**config.mk**
```make
export PLATFORM = sky130hd
export DESIGN_NAME = polyphonic_voice_allocator_unit
export DESIGN_NICKNAME = d
export VERILOG_FILES = /design/src/hw/rtl/pva_pkg.sv /design/src/hw/rtl/polyphonic_voice_allocator_unit.sv
export SDC_FILE = /design/constraint.sdc
export NUM_CORES = 2
export LEC_CHECK = 0
export ABC_AREA = 1
export BUFFER_PORTS_ARGS = -buffer_cell sky130_fd_sc_hd__buf_4
export CAP_MARGIN = 0
export CORE_MARGIN = 10
export CORE_UTILIZATION = 55
export DETAILED_ROUTE_END_ITERATION = 10
export PLACE_DENSITY = 0.72
export SETUP_SLACK_MARGIN = 0.2
export SYNTH_ARGS = -nofsm -noshare
export SYNTH_HDL_FRONTEND = slang
export SYNTH_SLANG_ARGS = --single-unit
export TNS_END_PERCENT = 20
```
**constraint.sdc**
```tcl
create_clock -name aclk -period 11.82 [get_ports aclk]
set_clock_uncertainty 0.15 [all_clocks]
set_input_delay 1.773 -clock aclk [delete_from_list [all_inputs] [get_ports aclk]]
set_output_delay 1.773 -clock aclk [all_outputs]
set_load 0.005 [all_outputs]
```
**src/hw/rtl/pva_pkg.sv**
```systemverilog
// shared opcodes, status codes and constants of the voice allocator
`timescale 1ns / 1ps

package pva_pkg;

    typedef enum logic [2:0] {
        OP_NOTE_ON  = 3'd0,
        OP_NOTE_OFF = 3'd1,
        OP_TICK     = 3'd2,
        OP_ENV_DONE = 3'd3,
        OP_ALL_OFF  = 3'd4
    } opcode_t;

    typedef enum logic [1:0] {
        ST_NONE     = 2'd0,
        ST_ASSIGNED = 2'd1,
        ST_RELEASED = 2'd2,
        ST_NOT_FOUND = 2'd3
    } status_t;

    typedef enum logic [1:0] {
        REG_FADE_SAMPLES = 2'd0,
        REG_GLIDE_ENABLE = 2'd1,
        REG_RETRIGGER    = 2'd2
    } reg_index_t;

    localparam logic [7:0]  NOTE_NONE    = 8'h80;
    localparam logic [15:0] FADE_RESET   = 16'd240;
    localparam int          ADDR_W       = 4;

endpackage

```
**src/hw/rtl/polyphonic_voice_allocator_unit.sv**
```systemverilog
// polyphonic voice slot allocator with oldest-note stealing
//
// Input channel s_*: one item carries an opcode (note on, note off, sample
// tick, envelope finished, all notes off) with note, velocity and slot_select.
// Result channel m_*: exactly one result item per input item, giving status,
// the slot assigned or released, any steal victim, envelope trigger, glide,
// the stored note and velocity, and the count of sounding slots.
// Configuration goes through the APB port: fade_samples at 0x0,
// glide_enable at 0x4, retrigger_always at 0x8; pready is always high.
// Each item is handled by a small sequencer over one slot per cycle:
// note on / note off: accept, scan over all VOICES slots, update, count pass
// over all slots, finish; sample tick: accept, tick pass, count pass, finish;
// envelope finished, all notes off: accept, update, count pass, finish;
// unused opcodes: accept, count pass, finish. s_ready is high only while
// idle; one item is in work at a time.
// A finished result sits in the output register; the next item is accepted
// meanwhile, and if it finishes before m_ready takes the previous one, the
// sequencer holds in its last step until the output register is free.
// aresetn (synchronous, active low) frees every slot, clears the order stamp
// counter and loads the register reset values.
`timescale 1ns / 1ps

module polyphonic_voice_allocator_unit #(
    parameter int VOICES = 16
) (
    input  logic                       aclk,
    input  logic                       aresetn,
    // configuration
    input  logic                       psel,
    input  logic                       penable,
    input  logic                       pwrite,
    input  logic [pva_pkg::ADDR_W-1:0] paddr,
    input  logic [31:0]                pwdata,
    output logic [31:0]                prdata,
    output logic                       pready,
    // input items
    input  logic                       s_valid,
    output logic                       s_ready,
    input  logic [2:0]                 s_opcode,
    input  logic [6:0]                 s_note,
    input  logic [6:0]                 s_velocity,
    input  logic [3:0]                 s_slot_select,
    // result items
    output logic                       m_valid,
    input  logic                       m_ready,
    output logic [1:0]                 m_status,
    output logic [3:0]                 m_slot,
    output logic                       m_victim_valid,
    output logic [3:0]                 m_victim_slot,
    output logic                       m_env_trigger,
    output logic                       m_glide,
    output logic [6:0]                 m_out_note,
    output logic [6:0]                 m_out_velocity,
    output logic [4:0]                 m_active_count
);

    localparam int SW = (VOICES > 1) ? $clog2(VOICES) : 1;
    localparam int CW = $clog2(VOICES + 1);
    localparam logic [SW-1:0] LAST_SLOT = SW'(VOICES - 1);

    typedef enum logic [2:0] {
        S_IDLE,
        S_SCAN,
        S_TICK,
        S_APPLY,
        S_COUNT,
        S_FINISH
    } state_t;

    state_t state_reg;

    // configuration registers
    logic [15:0] fade_samples_reg;
    logic        glide_enable_reg;
    logic        retrigger_reg;

    // slot state
    logic [7:0]  slot_note_reg     [VOICES];
    logic        key_down_reg      [VOICES];
    logic        slot_active_reg   [VOICES];
    logic [31:0] start_order_reg   [VOICES];
    logic [15:0] fade_left_reg     [VOICES];
    logic [6:0]  slot_velocity_reg [VOICES];
    logic [31:0] order_counter_reg;

    // latched item
    logic [2:0]  op_reg;
    logic [6:0]  note_reg;
    logic [6:0]  vel_reg;
    logic [3:0]  sel_reg;

    // sequencer
    logic [SW-1:0] idx_reg;
    logic          note_found_reg;
    logic [SW-1:0] note_idx_reg;
    logic          free_found_reg;
    logic [SW-1:0] free_idx_reg;
    logic          rel_found_reg;
    logic [SW-1:0] rel_idx_reg;
    logic [31:0]   rel_so_reg;
    logic          any_found_reg;
    logic [SW-1:0] any_idx_reg;
    logic [31:0]   any_so_reg;
    logic [CW-1:0] cnt_reg;

    // result being built
    logic [1:0]  res_status_reg;
    logic [3:0]  res_slot_reg;
    logic        res_vvalid_reg;
    logic [3:0]  res_vslot_reg;
    logic        res_trig_reg;
    logic        res_glide_reg;
    logic [6:0]  res_note_reg;
    logic [6:0]  res_vel_reg;

    // output register
    logic        m_valid_reg;
    logic [1:0]  m_status_reg;
    logic [3:0]  m_slot_reg;
    logic        m_vvalid_reg;
    logic [3:0]  m_vslot_reg;
    logic        m_trig_reg;
    logic        m_glide_reg;
    logic [6:0]  m_note_reg;
    logic [6:0]  m_vel_reg;
    logic [4:0]  m_count_reg;

    // decode of the slot under the scan pointer
    logic        cur_live;
    logic        cur_fz;
    logic [31:0] cur_so;
    logic [15:0] cur_fade_dec;
    logic        rel_better;
    logic        any_better;

    // note-on decision
    logic          have_victim;
    logic [SW-1:0] victim_idx;
    logic          sel_in_range;
    logic [SW-1:0] sel_idx;
    logic          cfg_write;

    always_comb begin
        cur_live     = key_down_reg[idx_reg] | slot_active_reg[idx_reg];
        cur_fz       = (fade_left_reg[idx_reg] == 16'd0);
        cur_so       = start_order_reg[idx_reg];
        cur_fade_dec = fade_left_reg[idx_reg] - 16'd1;
        rel_better   = !rel_found_reg || (cur_so < rel_so_reg);
        any_better   = !any_found_reg || (cur_so < any_so_reg);
        have_victim  = rel_found_reg | any_found_reg;
        victim_idx   = rel_found_reg ? rel_idx_reg : any_idx_reg;
        sel_in_range = ({3'd0, sel_reg} < 7'(VOICES));
        sel_idx      = SW'(sel_reg);
        cfg_write    = psel & penable & pwrite;
    end

    always_comb begin
        unique case (paddr[3:2])
            pva_pkg::REG_FADE_SAMPLES: prdata = {16'd0, fade_samples_reg};
            pva_pkg::REG_GLIDE_ENABLE: prdata = {31'd0, glide_enable_reg};
            pva_pkg::REG_RETRIGGER:    prdata = {31'd0, retrigger_reg};
            default:                   prdata = 32'd0;
        endcase
    end

    assign pready  = 1'b1;
    assign s_ready = aresetn && (state_reg == S_IDLE);

    assign m_valid        = m_valid_reg;
    assign m_status       = m_status_reg;
    assign m_slot         = m_slot_reg;
    assign m_victim_valid = m_vvalid_reg;
    assign m_victim_slot  = m_vslot_reg;
    assign m_env_trigger  = m_trig_reg;
    assign m_glide        = m_glide_reg;
    assign m_out_note     = m_note_reg;
    assign m_out_velocity = m_vel_reg;
    assign m_active_count = m_count_reg;

    always_ff @(posedge aclk) begin
        if (!aresetn) begin
            state_reg         <= S_IDLE;
            fade_samples_reg  <= pva_pkg::FADE_RESET;
            glide_enable_reg  <= 1'b0;
            retrigger_reg     <= 1'b0;
            order_counter_reg <= 32'd0;
            m_valid_reg       <= 1'b0;
            idx_reg           <= '0;
            for (int i = 0; i < VOICES; i++) begin
                slot_note_reg[i]     <= pva_pkg::NOTE_NONE;
                key_down_reg[i]      <= 1'b0;
                slot_active_reg[i]   <= 1'b0;
                start_order_reg[i]   <= 32'd0;
                fade_left_reg[i]     <= 16'd0;
                slot_velocity_reg[i] <= 7'd0;
            end
        end else begin
            if (cfg_write) begin
                unique case (paddr[3:2])
                    pva_pkg::REG_FADE_SAMPLES: fade_samples_reg <= pwdata[15:0];
                    pva_pkg::REG_GLIDE_ENABLE: glide_enable_reg <= pwdata[0];
                    pva_pkg::REG_RETRIGGER:    retrigger_reg    <= pwdata[0];
                    default: ;
                endcase
            end

            // in the finish step the output register is reloaded instead
            if (m_valid_reg && m_ready && state_reg != S_FINISH) begin
                m_valid_reg <= 1'b0;
            end

            unique case (state_reg)
                S_IDLE: begin
                    if (s_valid) begin
                        op_reg         <= s_opcode;
                        note_reg       <= s_note;
                        vel_reg        <= s_velocity;
                        sel_reg        <= s_slot_select;
                        idx_reg        <= '0;
                        cnt_reg        <= '0;
                        note_found_reg <= 1'b0;
                        free_found_reg <= 1'b0;
                        rel_found_reg  <= 1'b0;
                        any_found_reg  <= 1'b0;
                        res_status_reg <= pva_pkg::ST_NONE;
                        res_slot_reg   <= 4'd0;
                        res_vvalid_reg <= 1'b0;
                        res_vslot_reg  <= 4'd0;
                        res_trig_reg   <= 1'b0;
                        res_glide_reg  <= 1'b0;
                        res_note_reg   <= 7'd0;
                        res_vel_reg    <= 7'd0;
                        unique case (s_opcode)
                            pva_pkg::OP_NOTE_ON,
                            pva_pkg::OP_NOTE_OFF: state_reg <= S_SCAN;
                            pva_pkg::OP_TICK:     state_reg <= S_TICK;
                            pva_pkg::OP_ENV_DONE,
                            pva_pkg::OP_ALL_OFF:  state_reg <= S_APPLY;
                            default:              state_reg <= S_COUNT;
                        endcase
                    end
                end

                S_SCAN: begin
                    // first matching note, first free slot, oldest released, oldest live
                    if (!note_found_reg && cur_live && cur_fz
                            && slot_note_reg[idx_reg] == {1'b0, note_reg}) begin
                        note_found_reg <= 1'b1;
                        note_idx_reg   <= idx_reg;
                    end
                    if (!free_found_reg && !cur_live && cur_fz) begin
                        free_found_reg <= 1'b1;
                        free_idx_reg   <= idx_reg;
                    end
                    if (cur_fz && cur_live && !key_down_reg[idx_reg] && rel_better) begin
                        rel_found_reg <= 1'b1;
                        rel_idx_reg   <= idx_reg;
                        rel_so_reg    <= cur_so;
                    end
                    if (cur_fz && cur_live && any_better) begin
                        any_found_reg <= 1'b1;
                        any_idx_reg   <= idx_reg;
                        any_so_reg    <= cur_so;
                    end
                    if (idx_reg == LAST_SLOT) begin
                        idx_reg   <= '0;
                        state_reg <= S_APPLY;
                    end else begin
                        idx_reg <= idx_reg + SW'(1);
                    end
                end

                S_TICK: begin
                    if (cur_live && !cur_fz) begin
                        fade_left_reg[idx_reg] <= cur_fade_dec;
                        if (cur_fade_dec == 16'd0) begin
                            slot_active_reg[idx_reg] <= 1'b0;
                            key_down_reg[idx_reg]    <= 1'b0;
                            slot_note_reg[idx_reg]   <= pva_pkg::NOTE_NONE;
                        end
                    end
                    if (idx_reg == LAST_SLOT) begin
                        idx_reg   <= '0;
                        state_reg <= S_COUNT;
                    end else begin
                        idx_reg <= idx_reg + SW'(1);
                    end
                end

                S_APPLY: begin
                    state_reg <= S_COUNT;
                    idx_reg   <= '0;
                    unique case (op_reg)
                        pva_pkg::OP_NOTE_ON: begin
                            if (note_found_reg || free_found_reg || have_victim) begin
                                logic [SW-1:0] v;
                                v = note_found_reg ? note_idx_reg
                                  : free_found_reg ? free_idx_reg : victim_idx;
                                if (!note_found_reg && !free_found_reg) begin
                                    // stolen slot starts fading and takes the new note
                                    fade_left_reg[v] <= (fade_samples_reg == 16'd0)
                                                      ? 16'd1 : fade_samples_reg;
                                    res_vvalid_reg   <= 1'b1;
                                    res_vslot_reg    <= 4'(v);
                                end
                                slot_note_reg[v]     <= {1'b0, note_reg};
                                key_down_reg[v]      <= 1'b1;
                                slot_active_reg[v]   <= 1'b1;
                                start_order_reg[v]   <= order_counter_reg;
                                slot_velocity_reg[v] <= vel_reg;
                                order_counter_reg    <= order_counter_reg + 32'd1;
                                res_status_reg       <= pva_pkg::ST_ASSIGNED;
                                res_slot_reg         <= 4'(v);
                                res_trig_reg         <= !note_found_reg || retrigger_reg;
                                res_glide_reg        <= glide_enable_reg && note_found_reg;
                                res_note_reg         <= note_reg;
                                res_vel_reg          <= vel_reg;
                            end else begin
                                res_status_reg <= pva_pkg::ST_NOT_FOUND;
                            end
                        end
                        pva_pkg::OP_NOTE_OFF: begin
                            if (note_found_reg) begin
                                key_down_reg[note_idx_reg] <= 1'b0;
                                res_status_reg <= pva_pkg::ST_RELEASED;
                                res_slot_reg   <= 4'(note_idx_reg);
                            end else begin
                                res_status_reg <= pva_pkg::ST_NOT_FOUND;
                            end
                        end
                        pva_pkg::OP_ENV_DONE: begin
                            if (sel_in_range && !key_down_reg[sel_idx]) begin
                                slot_active_reg[sel_idx] <= 1'b0;
                            end
                        end
                        pva_pkg::OP_ALL_OFF: begin
                            for (int i = 0; i < VOICES; i++) begin
                                key_down_reg[i] <= 1'b0;
                            end
                        end
                        default: ;
                    endcase
                end

                S_COUNT: begin
                    if (cur_live && !slot_note_reg[idx_reg][7]) begin
                        cnt_reg <= cnt_reg + CW'(1);
                    end
                    if (idx_reg == LAST_SLOT) begin
                        idx_reg   <= '0;
                        state_reg <= S_FINISH;
                    end else begin
                        idx_reg <= idx_reg + SW'(1);
                    end
                end

                S_FINISH: begin
                    if (!m_valid_reg || m_ready) begin
                        m_valid_reg  <= 1'b1;
                        m_status_reg <= res_status_reg;
                        m_slot_reg   <= res_slot_reg;
                        m_vvalid_reg <= res_vvalid_reg;
                        m_vslot_reg  <= res_vslot_reg;
                        m_trig_reg   <= res_trig_reg;
                        m_glide_reg  <= res_glide_reg;
                        m_note_reg   <= res_note_reg;
                        m_vel_reg    <= res_vel_reg;
                        m_count_reg  <= 5'(cnt_reg);
                        state_reg    <= S_IDLE;
                    end
                end

                default: state_reg <= S_IDLE;
            endcase
        end
    end

endmodule

```
==> summary.txt <==
Worst setup path
  – R2R Setup Slk: 4.63 ns
  – R2r endpoint: rel_so_reg[18]
  – Nature of the critical path startpoint: register
  – Critical Path Max Stage Delay: 0.82 ns
  – Type of the setup path with the least slack: register to register
  – Critical path buffers and inverters: 4
  – Critical path depth: 20
  – Worst Reg2Reg Path Length in Cells: 20
  – Crit end category: register
  – CP max-delay cell: sky130_fd_sc_hd__buf_4
  – Critical path, cell by cell: buf_4 > buf_4 > buf_4 > o21ai_0 > o221ai_1 > o211ai_1 > nand2_1 > ha_1 > a21oi_1 > o21ai_0 > nand3_1 > nand2_1 > nand2_1 > a21oi_1 > a211oi_1 > nand2_1 > nand2_1 > nand2_1 > nor2_4 > buf_4
  – Most used cell along the critical path: sky130_fd_sc_hd__nand2_1
  – Critical path fanouts, max: 94
  – Crit path arrival time: 7.38 ns
  – CP Data Required Time: 12.01 ns
  – Gate family responsible for the most delay along the worst path: buffers and inverters

Timing
  – Setup repair after global routing missed its margin: no
  – Final setup violation count: 0
  – Hold Violations, Final: 0
  – Aggregate negative setup slack: 0 ns
  – Crit path time final: 7.19 ns
  – Transition time of the tightest slew-check pin: 1.23 ns
  – Post-route worst hold slack: 0.268 ns
  – Max Clock Freq: 139 MHz
  – Worst-case headroom to the max-slew limit: 0.179
  – Final Max Tran Viols: 0
  – Smallest setup slack after layout: 4.63 ns
  – Period utilization: 0.608

Global route
  – Sum of overflow across all layers after global routing: 0
  – First-pass GRT wire length: 213 mm
  – Global routing usage summed across all routing layers: 0.251
  – Via count of the first global-routing pass: 37201
  – Initial antenna violation count: 0
  – Maximum number of pins on one net before global-route repair: 186

Finish
  – Final core occ: 0.606
  – Number of flip-flops under the largest register name: 512
  – Relative area change from synthesis to final layout: 9.63%
  – Fraction of final layout cells with drive strength greater than 1: 0.0795
  – Count of nets after finishing: 5414
  – Fill count: 7773

Power and ir drop
  – Leakage Power: 0.0219 uW
  – PwrDens: 196 nW/um^2
  – Maximum vdd ir drop: 0.000284 V

Floorplan
  – Number of primary I/O pins: 131
  – Starting density of the core: 0.552
  – Horizontal extent of the die: 331 um
  – Row Count: 114
  – Die Area: 110000 um^2
  – Height of the die: 331 um
  – Core area: 96400 um^2

Yosys
  – Number of instances in the synthesized netlist: 5374
  – Compound-gate portion of the synthesized area: 0.0884
  – Unique cell type count in the Yosys netlist: 53
  – XOR/XNOR Fraction of Synth Area: 0.00132
  – Cell area after synthesis: 53300 um^2
  – YS warnings: 0
  – Number of enable flip-flop cells after synthesis: 1072
  – Number of synthesized register bits: 1163
  – Synthesized-area fraction occupied by adder cells: 0.0157
  – Combinational family with the most area after synthesis: simple AND/OR/NAND/NOR gates
  – Multiplexer share of the synthesized area: 0.000423
  – Simple-Gate Fraction of Synth Area: 0.196
  – Proportion of register bits with asynchronous set or reset after synthesis: 0
  – Share of the yosys chip area belonging to registers: 0.639
  – Average footprint of a synthesized cell: 9.91 um^2
  – Top flip-flop cell by instance count after synthesis: sky130_fd_sc_hd__edfxtp_1

Drt
  – Final routed wire length divided by cell count: 21.0 um
  – DRC violations left: 0
  – Initial DRT Pass Iterations: 8
  – Vias after detailed routing: 39034
  – Detail Route Antenna Nets: 0
  – Vias per cell: 5.86
  – Number of DRC violations after detailed-routing iteration 0: 4757
  – Detailed Route WL: 140 mm

Hold path
  – Min-delay src: res_vel_reg[0]
  – Endpoint, Worst Hold: m_out_velocity[0]
  – HP Class: register to register
  – Cell count of the worst hold path: 0

Placement
  – Routability cong.: 0.900
  – Worst-case setup slack after placement: 4.84 ns
  – Half-perimeter wire length after placement: 79.5 mm
  – Number of port buffers: 95

Job
  – Number of max-cap violations: 0

Clocking
  – Clock network latency to the later pin of the worst-skew pair: 0.72 ns
  – CTS root buf: sky130_fd_sc_hd__clkbuf_16
  – Hold-fix buffers at CTS: 0
  – Number of clock sinks: 1163
  – Clock transition time at the flip-flop clock pins of the worst setup and hold paths: 0.06 ns
  – Total of cells resized after clock tree synthesis: 0
  – Total setup buffers inserted after CTS: 0
  – # H-tree levels: 3
  – Clock tree from TritonCTS: yes
  – TritonCTS buffer count: 117
  – Buffer levels on the longest clock path: 3

Status
  – Outcome: complete, no violations
-- power breakdown --
group	internal [uW]	leakage, uW	switching (uW)
clock	2230	0.00194	1570
combinational	714	0.00856	2100
sequential	4720	0.0114	107
total	7660	0.0219	3780
-- kinds of logic (layout without fill, tap and decap cells) --
kind of cell	Yosys count	after routing
compound gates	787	787
xor+xnor	8	8
fa+ha+maj	67	67
buf+inv	753	745
flops	1163	1163
mux	2	2
other cells	2	18
simple gates	2592	2592
-- cell usage after synthesis (all sizes together), types with 33 or more instances --
cell       n  share of area
clkbuf   236          0.017
buf      136          0.016
o221ai   118          0.019
inv      350          0.025
nor3      33         0.0040
nand2    785          0.057
dfxtp     91          0.034
o211ai    61         0.0086
nor2    1478           0.10
edfxtp  1072           0.60
ha        67          0.016
a21oi     92         0.0090
o21ai    441          0.042
o22ai     44         0.0052
nand3    245          0.023
-- worst register-to-register path: stages, from the launching register on --
cell                       delay [ns]
sky130_fd_sc_hd__dfxtp_4         0.69
sky130_fd_sc_hd__buf_4           0.83
sky130_fd_sc_hd__buf_4           0.81
sky130_fd_sc_hd__buf_4           0.82
sky130_fd_sc_hd__o21ai_0         0.27
sky130_fd_sc_hd__o221ai_1        0.21
sky130_fd_sc_hd__o211ai_1        0.11
sky130_fd_sc_hd__nand2_1         0.18
sky130_fd_sc_hd__ha_1            0.27
sky130_fd_sc_hd__a21oi_1         0.13
sky130_fd_sc_hd__o21ai_0         0.10
sky130_fd_sc_hd__nand3_1         0.08
sky130_fd_sc_hd__nand2_1         0.06
sky130_fd_sc_hd__nand2_1         0.05
sky130_fd_sc_hd__a21oi_1         0.07
sky130_fd_sc_hd__a211oi_1        0.71
sky130_fd_sc_hd__nand2_1         0.33
sky130_fd_sc_hd__nand2_1         0.16
sky130_fd_sc_hd__nand2_1         0.11
sky130_fd_sc_hd__nor2_4          0.09
sky130_fd_sc_hd__buf_4           0.54
-- per-layer routing --
metal	share of wire	GRT usage
met5	0	0
met4	0.039	0.107
met3	0.094	0.0394
met2	0.49	0.419
met1	0.38	0.323
-- worst max path at each step --
stage / startpoint / to / slack (ns)
2_1_floorplan: register / any_idx_reg[0] / 6.19
3_3_place_gp: register / rel_so_reg[13] / 4.92
3_5_place_dp: register / rel_so_reg[13] / 4.84
4_1_cts: register / rel_so_reg[12] / 4.83
5_1_grt: register / rel_so_reg[16] / 4.14
6_report: register / rel_so_reg[18] / 4.63
-- placed cells by master (no fill, tap or decap), types with 23 or more instances in the layout --
master | Yosys | final
sky130_fd_sc_hd__clkinv_2 | 0 | 23
sky130_fd_sc_hd__inv_1 | 339 | 337
sky130_fd_sc_hd__nand2_2 | 6 | 36
sky130_fd_sc_hd__o211ai_1 | 61 | 61
sky130_fd_sc_hd__nand4_1 | 26 | 26
sky130_fd_sc_hd__ha_1 | 67 | 67
sky130_fd_sc_hd__nand3_1 | 243 | 241
sky130_fd_sc_hd__clkbuf_16 | 0 | 120
sky130_fd_sc_hd__clkinv_1 | 31 | 40
sky130_fd_sc_hd__nand2_1 | 768 | 738
sky130_fd_sc_hd__o22ai_1 | 44 | 44
sky130_fd_sc_hd__o21ai_0 | 418 | 418
sky130_fd_sc_hd__edfxtp_1 | 1072 | 1072
sky130_fd_sc_hd__a21oi_1 | 89 | 89
sky130_fd_sc_hd__dfxtp_1 | 91 | 87
sky130_fd_sc_hd__buf_4 | 43 | 145
sky130_fd_sc_hd__nor2_1 | 1470 | 1468
sky130_fd_sc_hd__nor3_1 | 28 | 26
sky130_fd_sc_hd__o221ai_1 | 118 | 118
sky130_fd_sc_hd__clkbuf_1 | 236 | 24
-- area by class of cell --
type	count	area [um^2]	area share
inverter	381	1440	0.0247
multi-input combinational	3473	16200	0.278
tap	1276	1600	0.0273
clock inverter	56	656	0.0112
antenna	1	2.50	0.0000429
timing repair buffer	147	1130	0.0193
clock buffer	161	3290	0.0564
sequential	1163	34000	0.583
-- through the flow --
| stage | cell area [um^2] | power [uW] | std cells |
|---|---|---|---|
| floorplan | 53300 | 6820 | 5389 |
| global placement | 54400 | 7590 | 6440 |
| detailed placement | 54400 | 7670 | 6440 |
| CTS | 58400 | 11400 | 6657 |
| global route | 58400 | 11900 | 6657 |
| finish | 58400 | 11400 | 6658 |
Note: power is estimated with default switching activity, not from simulation.
